## src/hw/rtl/tspr_pkg.sv

```systemverilog
`default_nettype none
package tspr_pkg;

  localparam int PoolSlotsDefault  = 128;
  localparam int QueueCountDefault = 4;

  localparam int ReqW    = 3;
  localparam int QidW    = 2;
  localparam int StatusW = 3;
  localparam int SlotW   = 7;
  localparam int CountW  = 8;

  typedef enum logic [ReqW-1:0] {
    REQ_SORTED   = 3'd0,
    REQ_NODUP    = 3'd1,
    REQ_WORD     = 3'd2,
    REQ_PUSH_HD  = 3'd3,
    REQ_PUSH_TL  = 3'd4,
    REQ_POP_HD   = 3'd5,
    REQ_POP_TL   = 3'd6,
    REQ_BAD      = 3'd7
  } req_t;

  typedef enum logic [StatusW-1:0] {
    ST_INSERTED = 3'd0,
    ST_REPLACED = 3'd1,
    ST_DROPPED  = 3'd2,
    ST_REMOVED  = 3'd3,
    ST_EMPTY    = 3'd4,
    ST_FULL     = 3'd5,
    ST_INVALID  = 3'd6,
    ST_SPARE    = 3'd7
  } status_t;

  // record payload kept per slot
  typedef struct packed {
    logic [15:0] rti_word;
    logic [15:0] fill_length;
    logic [7:0]  rti;
    logic [31:0] sclk;
  } rec_t;

  typedef enum logic [3:0] {
    S_IDLE,
    S_TOP,
    S_WALK_RD,
    S_WALK_CMP,
    S_POP_RD,
    S_POP_FIX,
    S_INS_FIX,
    S_REP_RD,
    S_REP_FIX,
    S_DONE
  } state_t;

endpackage
`default_nettype wire

```

## src/hw/rtl/tspr_free_stack.sv

```systemverilog
`default_nettype none
// free slot stack: memory filled by a sweep after reset, top cached
module tspr_free_stack #(
  parameter int PoolSlots = tspr_pkg::PoolSlotsDefault,
  parameter int IdxW      = $clog2(PoolSlots),
  parameter int CntW      = $clog2(PoolSlots + 1)
) (
  input  wire logic            clk,
  input  wire logic            rst,
  output      logic            ready,
  output      logic [CntW-1:0] count,
  output      logic [IdxW-1:0] top,
  input  wire logic            pop,
  input  wire logic            push,
  input  wire logic [IdxW-1:0] push_slot
);
  import tspr_pkg::*;

  logic [IdxW-1:0] mem [PoolSlots];
  logic [CntW-1:0] fill;
  logic            top_valid;
  logic [IdxW-1:0] rd_data;
  logic            rd_pend;

  assign ready = (fill == CntW'(PoolSlots)) && top_valid && !rd_pend;

  // init sweep, push/pop with refill of the cached top
  always_ff @(posedge clk) begin
    if (rst) begin
      fill      <= '0;
      count     <= CntW'(PoolSlots);
      top_valid <= 1'b0;
      rd_pend   <= 1'b0;
    end else begin
      rd_pend <= 1'b0;
      if (fill != CntW'(PoolSlots)) begin
        mem[fill[IdxW-1:0]] <= fill[IdxW-1:0];
        fill <= fill + CntW'(1);
        if (fill == CntW'(PoolSlots - 1)) begin
          top       <= fill[IdxW-1:0];
          top_valid <= 1'b1;
        end
      end else if (rd_pend) begin
        top <= rd_data;
      end else if (push && pop) begin
        // swap the top entry, count unchanged
        mem[IdxW'(count - CntW'(1))] <= push_slot;
        top <= push_slot;
      end else if (push && count < CntW'(PoolSlots)) begin
        mem[count[IdxW-1:0]] <= push_slot;
        top   <= push_slot;
        count <= count + CntW'(1);
      end else if (pop && count != '0) begin
        count <= count - CntW'(1);
        if (count > CntW'(1)) rd_pend <= 1'b1;
      end
    end
  end

  // entry below the top, ready as the new top after a pop
  always_ff @(posedge clk) begin
    rd_data <= mem[IdxW'(count - CntW'(2))];
  end
endmodule
`default_nettype wire

```

## config.mk

```make
export PLATFORM = sky130hd
export DESIGN_NAME = tspr_free_stack
export DESIGN_NICKNAME = d
export VERILOG_FILES = /design/src/hw/rtl/tspr_pkg.sv /design/src/hw/rtl/tspr_free_stack.sv
export SDC_FILE = /design/constraint.sdc
export NUM_CORES = 1
export LEC_CHECK = 0
export BUFFER_PORTS_ARGS = -buffer_cell sky130_fd_sc_hd__buf_2
export CAP_MARGIN = 0
export CORE_ASPECT_RATIO = 0.8
export CORE_MARGIN = 3
export CORE_UTILIZATION = 45
export CTS_BUF_LIST = sky130_fd_sc_hd__clkbuf_4
export DETAILED_ROUTE_END_ITERATION = 10
export GPL_TIMING_DRIVEN = 0
export PLACE_DENSITY = 0.62
export SYNTH_ARGS = -nofsm -noshare
export SYNTH_HDL_FRONTEND = slang
export SYNTH_SLANG_ARGS = --single-unit
```

## constraint.sdc

```tcl
create_clock -name clk -period 11.65 [get_ports clk]
set_input_delay 2.9125 -clock clk [delete_from_list [all_inputs] [get_ports clk]]
set_output_delay 2.9125 -clock clk [all_outputs]
set_load 0.005 [all_outputs]
```

# Word-level counts from Yosys, hierarchy flattened

Memories as Yosys holds them, arrays and structs flattened. A register that Yosys moved wholly into a read port is not among the register bits.
Index checks and enable logic that the tools add are counted.

Register bits after elaboration: 25
Latch bits: 0
Memory bits (writable): 896
ROM bits: 0
Output and inout bits: 16
Word-level logic and storage cells: 64
Memories: 1

Memories:

| memory | depth | bits a word | read ports | clocked after memory_dff | wr ports | line                  | source |
|---|---|---|---|---|---|---|---|
| mem    | 128   | 7           | 1          | 1                        | 1        | tspr_free_stack.sv:19 | `logic [IdxW-1:0] mem [PoolSlots];` |

Add/subtract/negate cells: 4
Multiply operators: 0
Divide/modulo/power cells: 0
Magnitude comparators: 2
Equal/unequal tests: 4
Shifts and indexed selects: 0
Multiplexer cells: 28
Bitwise gates (word level): 5
Reductions and logical operators: 15

Operators with widths:

| kind                                                                            | count |
|---|---|
| 7-bit two-way mux                                                               | 9 |
| 1-bit two-way mux                                                               | 17 |
| 8-bit by 1-bit adder with 8-bit output, second input constant                   | 2 |
| 8-bit two-way mux                                                               | 2 |
| 7-bit OR reduction                                                              | 2 |
| 8-bit by 7-bit == test with 1-bit output, second input constant                 | 1 |
| 8-bit == test, second input constant                                            | 1 |
| 8-bit by 1-bit greater-than comparator with 1-bit output, second input constant | 1 |
| 8-bit < comparator, second input constant                                       | 1 |
| 8-bit != test, second input constant                                            | 1 |
| 8-bit nonzero test                                                              | 1 |
| 8-bit by 1-bit subtractor with 8-bit output, second input constant              | 1 |
| 7-bit by 2-bit subtractor with 7-bit output, second input constant              | 1 |
| 6-bit OR reduction                                                              | 1 |
| 1-bit logical AND                                                               | 5 |
| 1-bit NOT                                                                       | 5 |
| 4-bit AND reduction                                                             | 1 |
| 4-bit nonzero test                                                              | 1 |
| 3-bit AND reduction                                                             | 1 |
| 2-bit by 1-bit != test with 1-bit output, second input constant                 | 1 |
| 2-bit AND reduction                                                             | 1 |
| 2-bit nonzero test                                                              | 1 |
| 1-bit zero test                                                                 | 1 |

# Depth between registers and ports, before layout

Gate-level depths: netlist (run 1).

Word-level depth: 10
Mapped depth: 15

# Worst setup path after synthesis (run 1)

Ideal clock, no wire load.

Path kind: input to register
Start point: input pop
End point: memory mem[0][0] (netlist bit), data pin
Library setup time: 1.197 ns
Data arrival time: 8.407 ns
Data required time: 10.453 ns
Setup slack: 2.047 ns
Stages: 4
Path through: nor2b_1 > nor4_4 > buf_4 > o21ai_0

Cells in the longest elaborated chain, start to end: 9
Elaborated cells on any way between the ends: 15
Those cells by class: mux (12); reduce/logical (3)

Ends and longest elaborated chain:

| element                                 | line                  | source |
|---|---|---|
| from (decl)                             | tspr_free_stack.sv:13 | `input wire logic pop,` |
| 1-bit logical AND *                     | tspr_free_stack.sv:45 | `end else if (push && pop) begin` |
| 1-bit two-way mux                       | tspr_free_stack.sv:45 |  |
| 1-bit two-way mux                       | tspr_free_stack.sv:43 | `end else if (rd_pend) begin` |
| 1-bit two-way mux                       | tspr_free_stack.sv:36 | `if (fill != CntW'(PoolSlots)) begin` |
| 1-bit two-way mux                       | tspr_free_stack.sv:29 | `if (rst) begin` |
| 1-bit two-way mux (not written as such) | tspr_free_stack.sv:47 | `mem[IdxW'(count - CntW'(1))] <= push_slot;` |
| 7-bit OR reduction (no line)            | --                    |  |
| 7-bit two-way mux (no line)             | --                    |  |
| 7-bit two-way mux (no line) *           | --                    |  |
| to (decl)                               | tspr_free_stack.sv:19 |  |

Mark *: on every way between the ends. The rest lies on a longest branch, timed or not.

# Worst setup path in the final report (run 1)

Start point: register count[1]
End point: memory mem[85][0] (netlist bit) (enable)

Cells in the longest elaborated chain, start to end: 10
Elaborated cells on any way between the ends: 13
Those cells by class: add/sub (1); order compare (1); mux (9); reduce/logical (2)

Ends and longest elaborated chain:

| element                                                                 | line                  | source |
|---|---|---|
| from (decl)                                                             | tspr_free_stack.sv:11 | `output logic [CntW-1:0] count,` |
| from (signal assigned)                                                  | tspr_free_stack.sv:31 | `count <= CntW'(PoolSlots);` |
| from (signal assigned)                                                  | tspr_free_stack.sv:52 | `count <= count + CntW'(1);` |
| from (signal assigned)                                                  | tspr_free_stack.sv:54 | `count <= count - CntW'(1);` |
| 8-bit < comparator                                                      | tspr_free_stack.sv:49 | `end else if (push && count < CntW'(PoolSlots)) begin` |
| 1-bit logical AND                                                       | tspr_free_stack.sv:49 |  |
| 1-bit two-way mux                                                       | tspr_free_stack.sv:49 |  |
| 1-bit two-way mux                                                       | tspr_free_stack.sv:45 |  |
| 1-bit two-way mux                                                       | tspr_free_stack.sv:43 |  |
| 1-bit two-way mux                                                       | tspr_free_stack.sv:36 |  |
| 1-bit two-way mux                                                       | tspr_free_stack.sv:29 |  |
| 1-bit two-way mux (not written as such)                                 | tspr_free_stack.sv:50 | `mem[count[IdxW-1:0]] <= push_slot;` |
| 7-bit OR reduction (no line)                                            | --                    |  |
| 7-bit two-way mux (no line) / 1-bit two-way mux (equally long branches) | --                    |  |

Several ways; a longest one is shown, not always the timed one.

==> results.md, run 1 <==
* Status: finished, final reports clean
* Total number of vias at 20300
* Post-Layout Inst Area at 41900 um^2
* Vias per cell at 5.96
* Worst hold path class: flip-flop to flip-flop
* Seq. cell area at 27600 um^2
* Place WS at 4270 ps
* Library cells used by synthesis at 73
* Antenna violations before repair at 4
* RSZ-0062 raised after global routing: no
* Count of pins over their slew limit at 0
* Share of cells above drive strength 1 at 0.332
* Die height at 264 um
* Async S/R FF share, synth at 0
* Seq cells post-synth at 928
* Critical path class: flip-flop to flip-flop
* DRT Pass-1 Iters at 5
* FF-to-FF End: mem[85][0]$_DFFE_PP_
* Core area at 81500 um^2
* Final setup violation count at 0
* First-pass GRT wire length at 140000 um
* Drt drc at 0
* Crit Path Max Fanout at 10
* Row count at 93
* H-tree depth at 4
* Largest family of logic cells by synthesized area: multiplexers
* Worst-Skew Late Latency at 1080 ps
* Nets@finish at 2174
* Post-CTS resize count at 0
* Cell taking the most area after synthesis: edfxtp_1
* Syn nets at 1915
* CTS Buffer Depth at 3
* IO Pins at 27
* Crit path time final at 7390 ps
* Vias in the first global route at 20400
* Slew @ Worst Pin at 1320 ps
* WHS Endpoint: top_valid$_SDFFE_PP0P_
* Slew HR at 0.122
* Final cell count without fillers at 3398
* Ys flop type: edfxtp_1
* Setup Skew at 63.3 ps
* Power Density at 149 nW/um^2
* LEAKAGE at 13.1 nW
* Largest net degree at the start of global routing at 95
* CTS clock-pin slew for the worst setup and hold paths at 70 ps
* Placed cells at 3028
* R2R Setup Slk at 4260 ps
* Share of the synthesized area in the top cell type at 0.725
* Overall Global Routing Usage at 0.225
* Grt ovf at 0
* Synth Warn # at 0
* Syn Std Cell Area at 37400 um^2
* Die Width at 328 um
* Num Clock Sinks at 928
* Final hold violation count at 0
* # Max-Cap Violations at 0
* Cells on Worst Hold Path at 2
* Setup WS post-layout at 4260 ps
* DRT Wirelength at 95700 um
* Reg2Reg Depth at 14
* Area growth syn-to-layout at 12.0%
* Sequential area share after synthesis at 0.738
* Hold slack final at 471 ps
* Port-buffer cells at 26
* Placed cell areas at 39300 um^2
* VDD IR max at 118 uV
* Total CTS buffers at 215
* Clock root buffer: clkbuf_4
* Post-route antenna net violation count at 0
* Area of the multi-input gates at 9320 um^2
* XOR/XNOR Fraction of Synth Area at 0.00328
* Iter 0 DRT Violations at 2692
* Crit. End Element: flip-flop
* Synthesized area per cell at 19.7 um^2
* Number of flops mapped to enable cells by yosys at 903
* Max Freq at 135 MHz
* Mux share of post-synthesis cell area at 0.163
* HPWL Detailed at 64900 um
* Fill cells at 6603
* Post-Synth Simple-Gate Area at 0.0473
* Req. time, crit path at 12280 ps
* Startpoint type of the worst setup path: flip-flop
* Post-CTS setup buffers at 0
* Hold_buf cts at 0
* Synth Area in Adders at 0.00301
* R2r startpoint: count[1]$_SDFFE_PP0P_
* TritonCTS clock tree: yes
* Synth Area in Compound Gates at 0.0295
* Final period util at 0.635
* Synth Instances at 1895
* Top cells by area, synth: edfxtp_1 72%, mux4_2 13%, mux2_2 1.9%
* Worst Hold Launch: top_valid$_SDFFE_PP0P_
* Die area at 86700 um^2
* GP Congestion at 0.949
* WL per Instance at 28.2 um
* Crit path DAT at 8030 ps
* Initial core utilization at 0.459
## routing by layer
metal / GRT usage / share of wire
met3: 0.0667 / 0.10
met2: 0.315 / 0.44
met1: 0.339 / 0.43
met5: 0 / 0.00015
met4: 0.0714 / 0.024
## synth_stat cells (8+ instances only)
| master | number |
|---|---|
| clkbuf_1 | 47 |
| buf_1 | 10 |
| nand3b_1 | 10 |
| a21oi_1 | 25 |
| o21ai_0 | 25 |
| mux2_2 | 64 |
| mux4_2 | 224 |
| inv_1 | 11 |
| buf_2 | 51 |
| nor2b_1 | 24 |
| nor4_1 | 9 |
| ha_1 | 9 |
| mux2i_1 | 34 |
| nand2_1 | 29 |
| o22ai_1 | 32 |
| a211oi_1 | 13 |
| dfxtp_1 | 25 |
| nand3_1 | 33 |
| nor3_1 | 44 |
| or3_1 | 13 |
| nor2_1 | 121 |
| edfxtp_1 | 903 |
| xnor2_1 | 8 |
## through the flow
step                      power [mW]  TNS [ps]   util
after CTS                       6.28         0  0.514
final                           6.23         0  0.515
after detailed placement        3.82         0  0.483
after floorplan                 3.78         0      -
after global routing            6.48         0  0.515
after global placement          3.83  -1093810  0.478
## state kept, by name, indices dropped and copies added (netlist names)
signal,cells
fill,8
rd_pend,1
rd_data,7
top,7
count,8
mem,896
top_valid,1
## worst max-delay path, cell delays in order, from the launching register on
cell	delay, ps
dfxtp_1	420
buf_6	190
buf_2	390
buf_2	440
buf_2	510
buf_1	730
inv_1	300
ha_1	290
a21boi_0	600
nand2_1	310
a21bo_2	300
a211oi_2	820
nand2_2	350
buf_2	320
nor3_1	1000
## worst max path at each step
| stage | startpoint | to | slack, ps | cells past startpoint |
|---|---|---|---|---|
| 4_1_cts | count[1]$_SDFFE_PP0P_ | mem[65][1]$_DFFE_PP_ | 4280 | 14 |
| 3_3_place_gp | pop | mem[60][1]$_DFFE_PP_ | -4700 | 5 |
| 2_1_floorplan | pop | mem[0][0]$_DFFE_PP_ | 2050 | 4 |
| 3_5_place_dp | count[1]$_SDFFE_PP0P_ | mem[65][4]$_DFFE_PP_ | 4270 | 14 |
| 6_report | count[1]$_SDFFE_PP0P_ | mem[85][0]$_DFFE_PP_ | 4260 | 14 |
| 5_1_grt | count[1]$_SDFFE_PP0P_ | mem[85][5]$_DFFE_PP_ | 3950 | 14 |
## power by group
| part | switching (mW) | leakage (nW) | internal, mW | total (mW) |
|---|---|---|---|---|
| logic | 0.0773 | 3.06 | 0.0222 | 0.0995 |
| clock network | 1.24 | 1.55 | 1.24 | 2.48 |
| registers | 0.00266 | 8.53 | 3.65 | 3.65 |
## final cells by class
cell class,count,area share
plain buffers,118,0.0132
flip-flops and latches,928,0.659
clock inverters,44,0.00463
well taps,1092,0.0326
clock buffers,318,0.0569
repair buffers,42,0.0103
inverters,11,0.000985
multi-input cells,838,0.222
diodes,7,0.000418
## cells by family after synthesis
family | after synthesis
adders and majority gates | 9
and+or+nand+nor | 333
xor gates and xnor gates | 14
muxes | 322
DFF | 928
AOI/OAI and AO/OA | 160
buffers and inverters | 129
## cells in the final DEF, fill, tap and decap left out, types with 9 or more instances in the layout
cell,Yosys,layout
nor3_1,44,40
a211oi_1,13,13
nand2_1,29,28
o22ai_1,32,32
nor2_1,121,121
edfxtp_1,903,903
dfxtp_1,25,25
clkbuf_4,0,318
buf_2,51,77
clkinv_1,0,33
a21oi_1,25,25
nor4_2,7,11
or3_1,13,13
ha_1,9,9
nand3_1,33,33
clkbuf_1,47,47
nor2b_1,24,24
nand3b_1,10,10
o21ai_0,25,23
inv_1,11,11
buf_4,7,12
mux2i_1,34,34
mux4_2,224,224
mux2_2,64,64
buf_1,10,10
(Power assumes the default switching activity.)
==> inputs of run 2 (changes only) <==
==> constraint.sdc (replaced) <==
create_clock -name clk -period 7.1 [get_ports clk]
set_input_delay 1.775 -clock clk [delete_from_list [all_inputs] [get_ports clk]]
set_output_delay 1.775 -clock clk [all_outputs]
set_load 0.005 [all_outputs]
==> run 2 against run 1 <==
  * Utilization up 0.075 points
  * Maximum frequency up 7.9%
  * Clock skew down 8.7 ps
  * Worst hold slack worse by 0.83 ps
  * First-iteration DRC count down 4.9%
  * Global-route usage about the same
  * Wire length up 0.21%
  * Clock-buffer cell count unchanged
  * Cell area up 0.15%
  * Worst setup slack worse by 4000 ps
  * The flow now finishes with violations (max-capacitance violations, max-slew violations)
  * Clock power up 64%
  * Largest cell class unchanged
  * Die area unchanged
==> results.md, run 2 (synthesis results as in run 1) <==
* Status: finished with violations
* Failing checks: max-capacitance violations, max-slew violations
* VDD IR max at 193 uV (+64%)
* Core area at 81500 um^2 (unchanged)
* Most frequent cells in the layout: 903 x edfxtp_1, 318 x clkbuf_4, 224 x mux4_2
* Startpoint type of the worst setup path: flip-flop
* Max Freq at 146 MHz (+7.9%)
* CTS clock-pin slew for the worst setup and hold paths at 60 ps (about the same)
* Most common cell after layout, fill and taps aside: edfxtp_1
* Reg2Reg Depth at 13 (-1)
* First-pass GRT wire length at 140000 um (+0.12%)
* Slowest CP cell: nor2_1
* Post-route antenna net violation count at 0 (unchanged)
* Crit path cell chain: buf_2 > buf_2 > buf_4 > buf_2 > buf_2 > inv_1 > ha_1 > nand2_1 > a21oi_1 > o221ai_1 > nor2_1 > nand3_1 > nor2_1
* Overall Global Routing Usage at 0.225 (about the same)
* CTS Buffer Depth at 3 (unchanged)
* LEAKAGE at 13.1 nW (about the same)
* Setup Skew at 54.6 ps (-8.71 ps)
* Req. time, crit path at 7750 ps (-4530 ps)
* P_int at 8.05 mW (+64%)
* Initial core utilization at 0.459 (unchanged)
* Post-layout util at 0.516 (+0.000753)
* Clock root buffer: clkbuf_4
* DRT Pass-1 Iters at 6 (+1)
* Largest Register: mem
* Worst hold path class: flip-flop to flip-flop
* Row count at 93 (unchanged)
* Antenna violations before repair at 4 (unchanged)
* FF-to-FF End: mem[52][6]$_DFFE_PP_
* Total number of vias at 20300 (+0.22%)
* R2R Setup Slk at 250 ps (-4010 ps)
* Vias in the first global route at 20400 (-0.11%)
* R2r startpoint: count[0]$_SDFFE_PP0P_
* Critical Path Max Stage Delay at 840 ps (-160 ps)
* Max reg flops at 896 (unchanged)
* TritonCTS clock tree: yes
* Area growth syn-to-layout at 12.2%
* Post-CTS setup buffers at 0 (unchanged)
* Clock group share of total power at 0.398 (about the same)
* Share of cells above drive strength 1 at 0.339 (+0.00682)
* Final period util at 0.965 (+0.331)
* Slew @ Worst Pin at 1560 ps (+247 ps)
* Die area at 86700 um^2 (unchanged)
* WHS Endpoint: top_valid$_SDFFE_PP0P_
* H-tree depth at 4 (unchanged)
* Crit path time final at 6850 ps (-541 ps)
* HPWL Detailed at 64900 um (unchanged)
* Flop pwr share at 0.586 (about the same)
* Worst-Skew Late Latency at 1080 ps (about the same)
* Iter 0 DRT Violations at 2561 (-4.9%)
* Die Width at 328 um (unchanged)
* Largest net degree at the start of global routing at 95 (unchanged)
* Crit Path Max Fanout at 10 (unchanged)
* Largest regs: mem x896, count x8, fill x8
* Hold slack final at 471 ps (-0.833 ps)
* CP dominant cell by count: buf_2
* Nets@finish at 2172 (-0.092%)
* Switching Fraction at 0.213 (+0.000623)
* Logic pwr share at 0.016 (about the same)
* Cells on Worst Hold Path at 2 (unchanged)
* Crit path DAT at 7500 ps (-530 ps)
* WL per Instance at 28.3 um (+0.36%)
* Num Clock Sinks at 928 (unchanged)
* Die height at 264 um (unchanged)
* Drt drc at 0 (unchanged)
* GP Congestion at 0.949 (unchanged)
* Count of pins over their slew limit at 7 (+7)
* # Max-Cap Violations at 1 (+1)
* RSZ-0062 raised after global routing: no
* Final setup violation count at 0 (unchanged)
* IO Pins at 27 (unchanged)
* Vias per cell at 5.99 (+0.36%)
* Total CTS buffers at 215 (unchanged)
* DRT Wirelength at 95900 um (+0.21%)
* Placed cell areas at 39300 um^2 (unchanged)
* Final hold violation count at 0 (unchanged)
* Port-buffer cells at 26 (unchanged)
* Total power draw at 10.2 mW (+64%)
* Crit. End Element: flip-flop
* Hold_buf cts at 0 (unchanged)
* Critical path class: flip-flop to flip-flop
* Power Density at 244 nW/um^2 (+64%)
* Slew HR at -0.0420 (-0.164)
* Grt ovf at 0 (unchanged)
* Post-Layout Inst Area at 42000 um^2 (+0.15%)
* Psw at 2.18 mW (+65%)
* Worst Hold Launch: top_valid$_SDFFE_PP0P_
==> run 2: cell types whose count changed in the layout (fill, tap and decap cells not counted) <==
cell	before	now
buf_1	10	9
buf_4	12	11
diode_2	7	4
nor3_1	40	24
nor3_2	5	21
==> run 2: critical path, delay by kind of cell (launching register included) <==
kind	cells	cell delay, ps
buffers and inverters	6	2300
adders and majority gates	1	410
DFF	1	550
AOI/OAI and AO/OA	2	870
and+or+nand+nor	4	2320
==> run 2: worst max-delay path by stage <==
stage	start	endpoint	slack, ps	cells after the start
2_1_floorplan	pop	mem[0][0]$_DFFE_PP_	-1370	4
6_report	count[0]$_SDFFE_PP0P_	mem[52][6]$_DFFE_PP_	250	13
4_1_cts	count[1]$_SDFFE_PP0P_	mem[85][0]$_DFFE_PP_	-250	14
3_3_place_gp	pop	mem[60][1]$_DFFE_PP_	-8110	5
3_5_place_dp	count[1]$_SDFFE_PP0P_	mem[65][4]$_DFFE_PP_	-280	14
5_1_grt	count[0]$_SDFFE_PP0P_	mem[53][3]$_DFFE_PP_	30	13
==> run 2: per-layer routing <==
layer	routed length, um	global-route usage	vias to the layer above	share of wire
met5	13	0	-	0.00014
met4	2170	0.0693	2	0.023
met2	42300	0.316	1049	0.44
met3	9970	0.0673	158	0.10
met1	41400	0.339	10600	0.43
li1	-	-	8491	-
==> run 2: power by group through the flow <==
| stage | registers (mW) | clock network [mW] | logic, mW |
|---|---|---|---|
| 6_report | 5.99 | 4.07 | 0.164 |
| 5_1_grt | 5.99 | 4.47 | 0.174 |
| 4_1_cts | 5.99 | 4.16 | 0.162 |
| 3_5_place_dp | 6.11 | 0 | 0.161 |
| 3_3_place_gp | 6.15 | 0 | 0.131 |
| 2_1_floorplan | 6.13 | 0 | 0.0721 |
==> run 2: timing repair <==
action | 4_1_cts | 5_1_grt
resized for setup | 12 | 6
endpoints found under the hold margin | 0 | 0
pin swaps | 0 | 0
endpoints found under the setup margin | 104 | 390
==> run 2: layout make-up <==
class | instances | area, um^2
Antenna cell | 4 | 10.0
Buffer | 117 | 552
Clock buffer | 318 | 2390
Clock inverter | 44 | 194
Fill cell | 6598 | 39500
Inverter | 11 | 41.3
Multi-Input combinational cell | 838 | 9400
Sequential cell | 928 | 27600
Tap cell | 1092 | 1370
Timing Repair Buffer | 41 | 425
==> run 2: through the flow <==
| stage | setup WS, ps | setup TNS [ps] | instances |
|---|---|---|---|
| global route | 34.5 | 0 | 3393 |
| global placement | -8110 | -1983870 | 3013 |
| detailed placement | -284 | -16310 | 3028 |
| floorplan | -1370 | -349610 | 1895 |
| finish | 247 | 0 | 3393 |
| CTS | -247 | -6360 | 3390 |
